File: config.mk
export PLATFORM = sky130hd
export DESIGN_NAME = qpr_csr
export DESIGN_NICKNAME = d
export VERILOG_FILES = /design/src/qpr_pkg.sv /design/src/qpr_csr.sv
export SDC_FILE = /design/constraint.sdc
export NUM_CORES = 1
export LEC_CHECK = 0
export BUFFER_PORTS_ARGS = -buffer_cell sky130_fd_sc_hd__buf_2
export CAP_MARGIN = 20
export CORE_UTILIZATION = 39
export CTS_CLUSTER_SIZE = 24
export DETAILED_ROUTE_END_ITERATION = 8
export PLACE_DENSITY = 0.77
export SLEW_MARGIN = 20
export SYNTH_ARGS = -nofsm -noshare
export SYNTH_HDL_FRONTEND = slang
export SYNTH_SLANG_ARGS = --single-unit
File: constraint.sdc
create_clock -name clock -period 1.6 [get_ports clock]
set_clock_uncertainty 0.2 [all_clocks]
set_input_delay 0.24 -clock clock [delete_from_list [all_inputs] [get_ports clock]]
set_output_delay 0.24 -clock clock [all_outputs]
set_load 0.03 [all_outputs]
File: src/qpr_pkg.sv
// ----------------------------------------------------------------------------
// qpr_pkg: shared definitions of the quaternion point rotator
// Default field widths, the register-port geometry and the register indexes.
// ----------------------------------------------------------------------------
package qpr_pkg;

   localparam int COORD_WIDTH_DEFAULT = 24;
   localparam int QUAT_WIDTH_DEFAULT  = 16;

   localparam int CSR_DATA_WIDTH = 32;
   localparam int CSR_ADDR_WIDTH = 4;

   typedef enum logic [1:0] {
      REG_QUAT_W = 2'd0,
      REG_QUAT_X = 2'd1,
      REG_QUAT_Y = 2'd2,
      REG_QUAT_Z = 2'd3
   } csr_index_type;

endpackage

File: src/qpr_csr.sv
// ----------------------------------------------------------------------------
// qpr_csr: quaternion register file
// Holds the four quaternion components behind an APB-style register port.
// ----------------------------------------------------------------------------
module qpr_csr #(
   parameter int QUAT_WIDTH = qpr_pkg::QUAT_WIDTH_DEFAULT
) (
   input  logic                                clock,
   input  logic                                reset,
   input  logic                                psel,
   input  logic                                penable,
   input  logic                                pwrite,
   input  logic [qpr_pkg::CSR_ADDR_WIDTH-1:0]  paddr,
   input  logic [qpr_pkg::CSR_DATA_WIDTH-1:0]  pwdata,
   output logic [qpr_pkg::CSR_DATA_WIDTH-1:0]  prdata,
   output logic signed [QUAT_WIDTH-1:0]        quat_w,
   output logic signed [QUAT_WIDTH-1:0]        quat_x,
   output logic signed [QUAT_WIDTH-1:0]        quat_y,
   output logic signed [QUAT_WIDTH-1:0]        quat_z
);

   localparam logic [QUAT_WIDTH-1:0] QUAT_ONE = QUAT_WIDTH'(1) << (QUAT_WIDTH - 2);

   logic [QUAT_WIDTH-1:0] quat_w_ff;
   logic [QUAT_WIDTH-1:0] quat_x_ff;
   logic [QUAT_WIDTH-1:0] quat_y_ff;
   logic [QUAT_WIDTH-1:0] quat_z_ff;
   logic [QUAT_WIDTH-1:0] read_value;
   logic                  write_en;
   qpr_pkg::csr_index_type index;

   assign write_en = psel && penable && pwrite;
   assign index    = qpr_pkg::csr_index_type'(paddr[qpr_pkg::CSR_ADDR_WIDTH-1:2]);

   always_ff @(posedge clock) begin
      if (reset) begin
         quat_w_ff <= QUAT_ONE;
         quat_x_ff <= '0;
         quat_y_ff <= '0;
         quat_z_ff <= '0;
      end else if (write_en) begin
         unique case (index)
            qpr_pkg::REG_QUAT_W: quat_w_ff <= pwdata[QUAT_WIDTH-1:0];
            qpr_pkg::REG_QUAT_X: quat_x_ff <= pwdata[QUAT_WIDTH-1:0];
            qpr_pkg::REG_QUAT_Y: quat_y_ff <= pwdata[QUAT_WIDTH-1:0];
            qpr_pkg::REG_QUAT_Z: quat_z_ff <= pwdata[QUAT_WIDTH-1:0];
         endcase
      end
   end

   always_comb begin
      unique case (index)
         qpr_pkg::REG_QUAT_W: read_value = quat_w_ff;
         qpr_pkg::REG_QUAT_X: read_value = quat_x_ff;
         qpr_pkg::REG_QUAT_Y: read_value = quat_y_ff;
         qpr_pkg::REG_QUAT_Z: read_value = quat_z_ff;
      endcase
   end

   assign prdata = qpr_pkg::CSR_DATA_WIDTH'(read_value);
   assign quat_w = quat_w_ff;
   assign quat_x = quat_x_ff;
   assign quat_y = quat_y_ff;
   assign quat_z = quat_z_ff;

endmodule

Word level (Yosys, flattened, before mapping)
Index checks and enable logic that the tools add are counted.
- logic and storage cells: 15
- memories: 0
- ROM bits: 0
- bits in latches: 0
- register bits after elaboration: 64
- memory bits (writable): 0
- input port bits: 41
- $add $sub $neg: 0
- equality and inequality tests: 3
- divide/modulo/power cells: 0
- bitwise operators: 0
- reductions and logical operators: 7
- shifts and indexed selects: 0
- $mul: 0
- $lt $le $gt $ge: 0
- muxes and demuxes: 1
- operators by type and width (kind ; count):
    one-hot mux 16 bit (4 select lines) ; 1
    AND reduction 2 bit ; 4
    == test 2 bit (second input constant) ; 2
    == test 2 x 1 -> 1 bit (second input constant) ; 1
    logical AND 1 bit ; 2
    zero test 2 bit ; 1

Logic depth before layout (Yosys ltp)
Gate-level depths: netlist of run 1.
- depth after elaboration: 3
- depth in mapped cells: 5
- mapped depth without buffers: 3

Least setup slack after synthesis of run 1
OpenSTA, ideal clock, no wires.
- path type: in2out
- start point: input port paddr[2] (netlist name)
- end point: output port prdata[10] (netlist name)
- cell stages on the path: 3
- required time: 1.160 ns
- path slack: 0.079 ns
- arrival time: 1.081 ns
- cells stage by stage: buf_4 > buf_2 > mux4_2
- word-level cells in the longest chain between the ends: 2
- ends and longest elaborated chain (item ; line ; text):
    start, declared ; qpr_csr.sv:13 ; input logic [qpr_pkg::CSR_ADDR_WIDTH-1:0] paddr,
    == test 2 bit, or another cell as far along ; qpr_csr.sv:52 ; unique case (index)
    one-hot mux 16 bit (4 select lines) (*) ; qpr_csr.sv:52 ;
    end, declared ; qpr_csr.sv:15 ; output logic [qpr_pkg::CSR_DATA_WIDTH-1:0] prdata,
Mark *: on every way between the ends. The rest lies on a longest branch, timed or not.

Worst setup path in the final report of run 1
- start point: register quat_z_ff[3] (netlist: quat_z[3])
- end point: output port prdata[3] (netlist name)
- word-level cells in the longest chain between the ends: 1
- ends and longest elaborated chain (item ; line ; text):
    start, declared ; qpr_csr.sv:27 ; logic [QUAT_WIDTH-1:0] quat_z_ff;
    start signal, assigned ; qpr_csr.sv:46 ; qpr_pkg::REG_QUAT_Z: quat_z_ff <= pwdata[QUAT_WIDTH-1:0];
    one-hot mux 16 bit (4 select lines) ; qpr_csr.sv:52 ;
Every way passes these cells.

==> run_results.csv, run 1 <==
group,metric,value,unit
power,peakVddDrop,0.0005376,V
global_route,antenna_found_initial,0,
synth,synth_top_area_share,40.89,%
sta,drv_slew,0,
setup_path,crit_path_max_fanout,2,
cts,clk_latency,0.31,ns
floorplanning,core,7767,um^2
synth,yosysTopAreaCell,"dfxtp_1",
floorplanning,start_util,40.34,%
sta,setup_slack,-0.1457,ns
setup_path,path_class,"register to output pin",
synth,seq_area_frac_synth,40.89,%
placement,io_buffers,102,
setup_path,path_cells,"mux4_2 > buf_6",
cts,root_buffer,"clkbuf_8",
detailed_routing,drtIter0Drc,52,
floorplanning,ios,137,
synth,synth_area,3133,um^2
cts,clkTransAtPathRegs,0.07,ns
global_route,grt_start_max_net_pins,82,
power,powerDensity,771.1,nW/um^2
cts,cts_hold_buf,0,
global_route,met1_usage,21.48,%
floorplanning,die_w,91.63,um
status,status,"finished, violations left",
synth,yosys.cell_types.count,18,
placement,numPlacedInstances,469,
status,violations,"negative setup slack",
sta,fmax,0.5728,GHz
cts,htreeDepth,3,
cells_and_area,final_cells,525,
cells_and_area,antenna_cells,0,
synth,yosys_warnings,0,
synth,syn_area_per_cell,11.69,um^2
setup_path,cp.arrival,1.31,ns
run,drv_cap,0,
cts,cts_tree,"built",
sta,setup_viol,16,
setup_path,cp-start-kind,"register",
detailed_routing,avgViaCountPerCell,4.781,
global_route,grt_overflow,0,
global_route,grt_pass1_wl,12340,um
sta,rsz0062_at_grt,"yes",
setup_path,required,1.16,ns
placement,dp_hpwl,5154,um
synth,synth.area.top_cells,"dfxtp_1, mux2i_1, nand2b_1",
placement,place_ws,-0.1296,ns
floorplanning,die_area,8396,um^2
sta,period_needed,1.746,ns
synth,yosys_register_bits,64,
floorplanning,rows,32,
global_route,use_met3,4.312,%
setup_path,slowest_stage,"mux4_2",
detailed_routing,drt_pass1_iterations,4,
global_route,track_usage,19.12,%
min_path,hold_class,"input pin to register",
global_route,grt_pass1_vias,2541,
power,p_leak,2.302,nW
setup_path,cp-end-kind,"output pin",
detailed_routing,routed_wl,7919,um
detailed_routing,routedWlPerCell,15.08,um
detailed_routing,route.detailed.drc,0,
setup_path,slowest_delay,0.50,ns
sta,fin_crit_sh,109.1,%
placement,place.gp.congestion,0.7372,
sta,hold_violations,0,
synth,synth_cells,268,
cells_and_area,nets,459,
global_route,grt.busiest_layer,"met2",
cts,cts.sinks,64,
cells_and_area,drive_above_1_share,58.39,%
cells_and_area,fin_util,57.15,%
power,total_power,3.423,mW
floorplanning,die_y,91.63,um
cts,numCtsBuffers,9,
global_route,globalRouteMet2Util,34.65,%
detailed_routing,ant_nets,0,
cts,clock_path_buffers,2,
detailed_routing,num_vias,2510,
cells_and_area,area_growth,41.69,%
[stage by stage]
stage	TNS [ns]	area (um^2)	hold WS (ns)
6_report	-1.661	4439	0.03110
5_1_grt	-2.305	4439	0.03357
4_1_cts	-1.925	4375	0.01890
3_5_place_dp	-4.583	3772	0.2767
3_3_place_gp	-2.338	3772	0.2697
2_1_floorplan	0	3189	0.2072
[cell families after synthesis]
logic type	count (synthesis)	synth area share [%]
simple gates	89	19.45
mux	80	31.95
flops	64	40.89
buf+inv	34	7.588
other cells	1	0.1197
[what timing repair did]
item,4_1_cts,5_1_grt
buffers inserted,33,7
pin swaps,0,0
endpoints found under the setup margin,16,16
resized for setup,77,9
[path summary, 6_finish.rpt]
check                                 from         end  slack [ns]  depth (start not counted)
worst max-delay path             quat_z[3]   prdata[3]       -0.15                          2
worst min-delay path            pwdata[14]  quat_w[14]        0.03                          3
worst max register to register   quat_w[6]   quat_w[6]        0.56                          3
worst min register to register  quat_y[10]  quat_y[10]        0.28                          2
[cells in the final DEF, fill, tap and decap left out, types with 11 or more instances in the layout]
cell type,n
mux4_2,16
mux2i_1,64
dfxtp_2,54
buf_4,51
conb_1,16
clkbuf_8,11
or2b_1,15
nand2b_1,64
buf_6,16
buf_2,86
[critical path, delay by kind of cell (launching register included)]
kind	cells	cell delay, ns
buffers and inverters	1	0.16
DFF	1	0.32
muxes	1	0.50
[synthesized netlist by cell type]
library cell,n
nand2b_1,64
nand3_4,1
conb_1,1
or3_1,1
buf_4,19
buf_2,1
mux2i_1,64
nor3b_2,1
nor3_4,1
mux4_2,16
nand3_2,1
buf_6,5
nor2_1,2
clkbuf_1,9
dfxtp_1,64
nand3b_1,2
or2b_1,15
and3_4,1
[area by class of cell]
class | instances | area, um^2
well taps | 102 | 127.6
clock buffers | 13 | 158.9
flip-flops and latches | 64 | 1349
clock inverters | 3 | 40.04
multi-input cells | 185 | 1670
fillers | 681 | 3328
repair buffers | 158 | 1094
[routing by layer]
layer,vias up,part of all wire [%]
met3,11,4.0
met5,-,0
li1,1191,-
met1,1236,40
met4,0,1.5
met2,72,54
[state kept, by name (all words and copies together) (netlist names)]
| register | cells |
|---|---|
| quat_w | 16 |
| quat_x | 16 |
| quat_y | 16 |
| quat_z | 16 |
[power by group]
part | switching, mW | total (mW) | internal (mW)
registers | 0.0124 | 1.63 | 1.62
clock network | 0.578 | 1.38 | 0.802
logic | 0.244 | 0.415 | 0.171
total | 0.835 | 3.42 | 2.59
Note: power is estimated with default switching activity, not from simulation.
==> inputs of run 2 (changes only) <==
Clock period 1.6 ns to 2.14 ns, I/O delays scaled along.
==> run_results.csv, run 2 (synthesis gave the netlist of run 1 again) <==
group,metric,value,unit
status,status,"finished, final reports clean",
cts,post-cts-setup-buffers,0,
global_route,grt_pass1_vias,2233,
cts,root_buffer,"clkbuf_8",
cells_and_area,nets,410,
sta,rsz0062_at_grt,"no",
setup_path,crit_path_max_fanout,11,
detailed_routing,routed_wl,7138,um
setup_path,cp.arrival,1.44,ns
setup_path,cp.depth,4,
detailed_routing,drtIter0Drc,50,
detailed_routing,ant_nets,0,
cells_and_area,final_common_cell,"buf_2",
floorplanning,ios,137,
placement,io_buffers,102,
setup_path,slowest_delay,0.33,ns
power,powerDensity,638.7,nW/um^2
detailed_routing,drt_pass1_iterations,4,
sta,fmax,0.5102,GHz
power,p_leak,1.985,nW
setup_path,path_class,"input pin to output pin",
cells_and_area,final_cell_mix,"buf_2, nand2b_1, mux2i_1, dfxtp_1",
sta,whs,0.1090,ns
cts,htreeDepth,3,
floorplanning,die_y,91.63,um
floorplanning,die_area,8396,um^2
cts,cts_tree,"built",
floorplanning,die_w,91.63,um
setup_path,slowest_stage,"mux4_2",
placement,dp_hpwl,4771,um
cts,numCtsBuffers,9,
global_route,grt_pass1_wl,11390,um
setup_path,worst-path-buf-inv,3,
setup_path,path_cells,"buf_2 > buf_4 > mux4_2 > buf_2",
sta,fin_tns_setup,0,ns
cts,cts_hold_buf,0,
cells_and_area,antenna_cells,0,
detailed_routing,route.detailed.drc,0,
cells_and_area,drive_above_1_share,38.24,%
cts,ctsResizeCount,0,
cts,clock_path_buffers,2,
power,peakVddDrop,0.0004199,V
cells_and_area,fill_cells,727,
sta,fin_crit_sh,91.58,%
global_route,track_usage,17.60,%
cells_and_area,fin_util,49.69,%
cts,clk_latency,0.33,ns
setup_path,cpLargestDelayFamily,"buffers and inverters",
global_route,grt_overflow,0,
detailed_routing,avgViaCountPerCell,4.681,
min_path,hold_class,"input pin to register",
sta,setup_viol,0,
setup_path,cp-start-kind,"input pin",
placement,place.gp.congestion,0.7350,
setup_path,required,1.62,ns
sta,drv_slew,0,
setup_path,crit_path_frequent_cell,"buf_2",
setup_path,cp-end-kind,"output pin",
detailed_routing,routedWlPerCell,15.00,um
detailed_routing,num_vias,2228,
cts,clkTransAtPathRegs,0.06,ns
global_route,antenna_found_initial,0,
min_path,holdPathStages,3,
floorplanning,rows,32,
setup_path,worstRegToRegCells,2,
cts,cts.sinks,64,
floorplanning,start_util,40.34,%
cells_and_area,area_growth,23.20,%
floorplanning,core,7767,um^2
run,drv_cap,0,
sta,period_needed,1.960,ns
sta,hold_violations,0,
global_route,grt_start_max_net_pins,82,
run 2: worst register-to-register path: stages, from the launching register on:
cell and delay [ns]:
dfxtp_1 0.35, or2b_1 0.24, mux2i_1 0.15
run 2: power by group:
group,leakage (nW),switching [mW],internal [mW]
registers,0.517,0.0112,1.21
clock network,0.0941,0.441,0.534
logic,1.37,0.172,0.101
total,1.98,0.625,1.84
run 2: area by class of cell:
| type | count | area, um^2 | share of cell area, % |
|---|---|---|---|
| clock buffer | 12 | 135.1 | 3.501 |
| sequential | 64 | 1281 | 33.19 |
| tap | 102 | 127.6 | 3.306 |
| clock inverter | 4 | 45.04 | 1.167 |
| timing repair buffer | 109 | 600.6 | 15.56 |
| multi-input combinational | 185 | 1670 | 43.27 |
run 2: routing by layer:
metal | wire length [um] | track usage, % | vias up | share of wire, %
li1 | - | - | 1092 | -
met2 | 3607 | 29.76 | 64 | 51
met1 | 3195 | 22.14 | 1065 | 45
met4 | 93 | 6.349 | 0 | 1.3
met3 | 242 | 3.648 | 7 | 3.4
met5 | 0 | 0 | - | 0
run 2: metrics by stage:
step	std cells	setup WS (ns)	power (mW)	instance area, um^2
after floorplan	283	0.4571	1.467	3189
after global placement	460	0.1454	1.515	3680
after detailed placement	460	0.08611	1.520	3680
after CTS	476	0.1506	2.496	3860
after global routing	476	0.1249	2.561	3860
final	476	0.1801	2.466	3860
run 2: final timing paths:
| path | to | from | slack, ns |
|---|---|---|---|
| max | prdata[5] | paddr[2] | 0.18 |
| min | quat_w[14] | pwdata[14] | 0.11 |
| max reg2reg | quat_w[6] | quat_w[6] | 1.14 |
| min reg2reg | quat_x[6] | quat_x[6] | 0.29 |
==> inputs of run 3 (changes only) <==
Settings changed: MAX_ROUTING_LAYER set to met4.
==> run_results.csv, run 3 (synthesis gave the netlist of run 1 again) <==
group,metric,value,unit
cts,cts_hold_buf,0,
floorplanning,core,7767,um^2
cells_and_area,drive_above_1_share,38.24,%
floorplanning,rows,32,
setup_path,path_class,"input pin to output pin",
power,powerDensity,639.1,nW/um^2
detailed_routing,drt_pass1_iterations,4,
setup_path,crit_path_frequent_cell,"buf_2",
cells_and_area,multi_input_area,1670,um^2
floorplanning,start_util,40.34,%
sta,fmax,0.5102,GHz
sta,drv_slew,0,
status,status,"finished, final reports clean",
cts,post-cts-setup-buffers,0,
setup_path,cp-end-kind,"output pin",
sta,setup_viol,0,
detailed_routing,route.detailed.drc,0,
placement,place.gp.congestion,0.7440,
setup_path,slowest_delay,0.33,ns
floorplanning,die_area,8396,um^2
sta,period_needed,1.960,ns
setup_path,required,1.62,ns
cells_and_area,nets,410,
detailed_routing,routedWlPerCell,15.00,um
placement,io_buffers,102,
sta,fin_tns_setup,0,ns
setup_path,cp-start-kind,"input pin",
cts,ctsResizeCount,0,
cts,clk_latency,0.32,ns
cells_and_area,area_growth,23.20,%
cts,numCtsBuffers,9,
cts,cts.sinks,64,
global_route,grt_start_max_net_pins,82,
sta,rsz0062_at_grt,"no",
cells_and_area,final_common_cell,"buf_2",
setup_path,path_cells,"buf_2 > buf_4 > mux4_2 > buf_2",
global_route,grt_pass1_vias,2228,
setup_path,cp.arrival,1.44,ns
cts,cts_tree,"built",
sta,whs,0.1091,ns
min_path,hold_class,"input pin to register",
global_route,use_met3,3.566,%
floorplanning,die_y,91.63,um
global_route,grt_pass1_wl,11390,um
cells_and_area,antenna_cells,0,
cells_and_area,fill_cells,727,
floorplanning,ios,137,
placement,dp_hpwl,4771,um
power,p_leak,1.985,nW
run,drv_cap,0,
global_route,grt_overflow,0,
cts,clock_path_buffers,2,
global_route,grt.busiest_layer,"met2",
cts,root_buffer,"clkbuf_8",
sta,fin_crit_sh,91.58,%
sta,hold_violations,0,
detailed_routing,ant_nets,0,
setup_path,crit_path_max_fanout,11,
power,peakVddDrop,0.0004199,V
cts,clkTransAtPathRegs,0.06,ns
setup_path,slowest_stage,"mux4_2",
global_route,antenna_found_initial,0,
floorplanning,die_w,91.63,um
detailed_routing,num_vias,2229,
global_route,globalRouteMet2Util,29.76,%
cts,htreeDepth,3,
cells_and_area,final_cell_mix,"buf_2, nand2b_1, mux2i_1, dfxtp_1",
detailed_routing,routed_wl,7141,um
cells_and_area,seq_area,1281,um^2
detailed_routing,avgViaCountPerCell,4.683,
detailed_routing,drtIter0Drc,56,
global_route,track_usage,18.10,%
global_route,met1_usage,22.19,%
run 3: power by group:
group | leakage [nW] | total [mW] | internal (mW) | switching (mW)
sequential | 0.517 | 1.22 | 1.21 | 0.0112
combinational | 1.37 | 0.272 | 0.101 | 0.172
clock | 0.0941 | 0.977 | 0.534 | 0.443
total | 1.98 | 2.47 | 1.84 | 0.626
run 3: through the flow:
step	instance area [um^2]	util [%]	total power, mW	std cells	setup WS (ns)
after floorplan	3189	-	1.467	283	0.4571
after global placement	3680	47.37	1.515	460	0.1454
after detailed placement	3680	47.37	1.520	460	0.08611
after CTS	3860	49.69	2.496	476	0.1506
after global routing	3860	49.69	2.561	476	0.1249
final	3860	49.69	2.467	476	0.1801
run 3: per-layer routing:
layer / share of wire, % / up-vias
met5: 0 / -
met4: 1.3 / 0
met3: 3.3 / 7
met2: 51 / 64
met1: 45 / 1066
li1: - / 1092
run 3: worst paths after layout:
check / slack [ns] / end / startpoint / cells past startpoint
worst min-delay path: 0.11 / quat_w[14] / pwdata[14] / 3
worst max register to register: 1.14 / quat_w[6] / quat_w[6] / 2
worst min register to register: 0.29 / quat_x[6] / quat_x[6] / 2
worst max-delay path: 0.18 / prdata[5] / paddr[2] / 4
run 3: cell type report:
| cell class | count | area share, % |
|---|---|---|
| Clock buffer | 12 | 3.501 |
| Clock inverter | 4 | 1.167 |
| Multi-Input combinational cell | 185 | 43.27 |
| Sequential cell | 64 | 33.19 |
| Tap cell | 102 | 3.306 |
| Timing Repair Buffer | 109 | 15.56 |
run 3: worst max-delay path, delay by kind of cell:
kind / cells / cell delay [ns]
mux: 1 / 0.33
buf+inv: 3 / 0.78
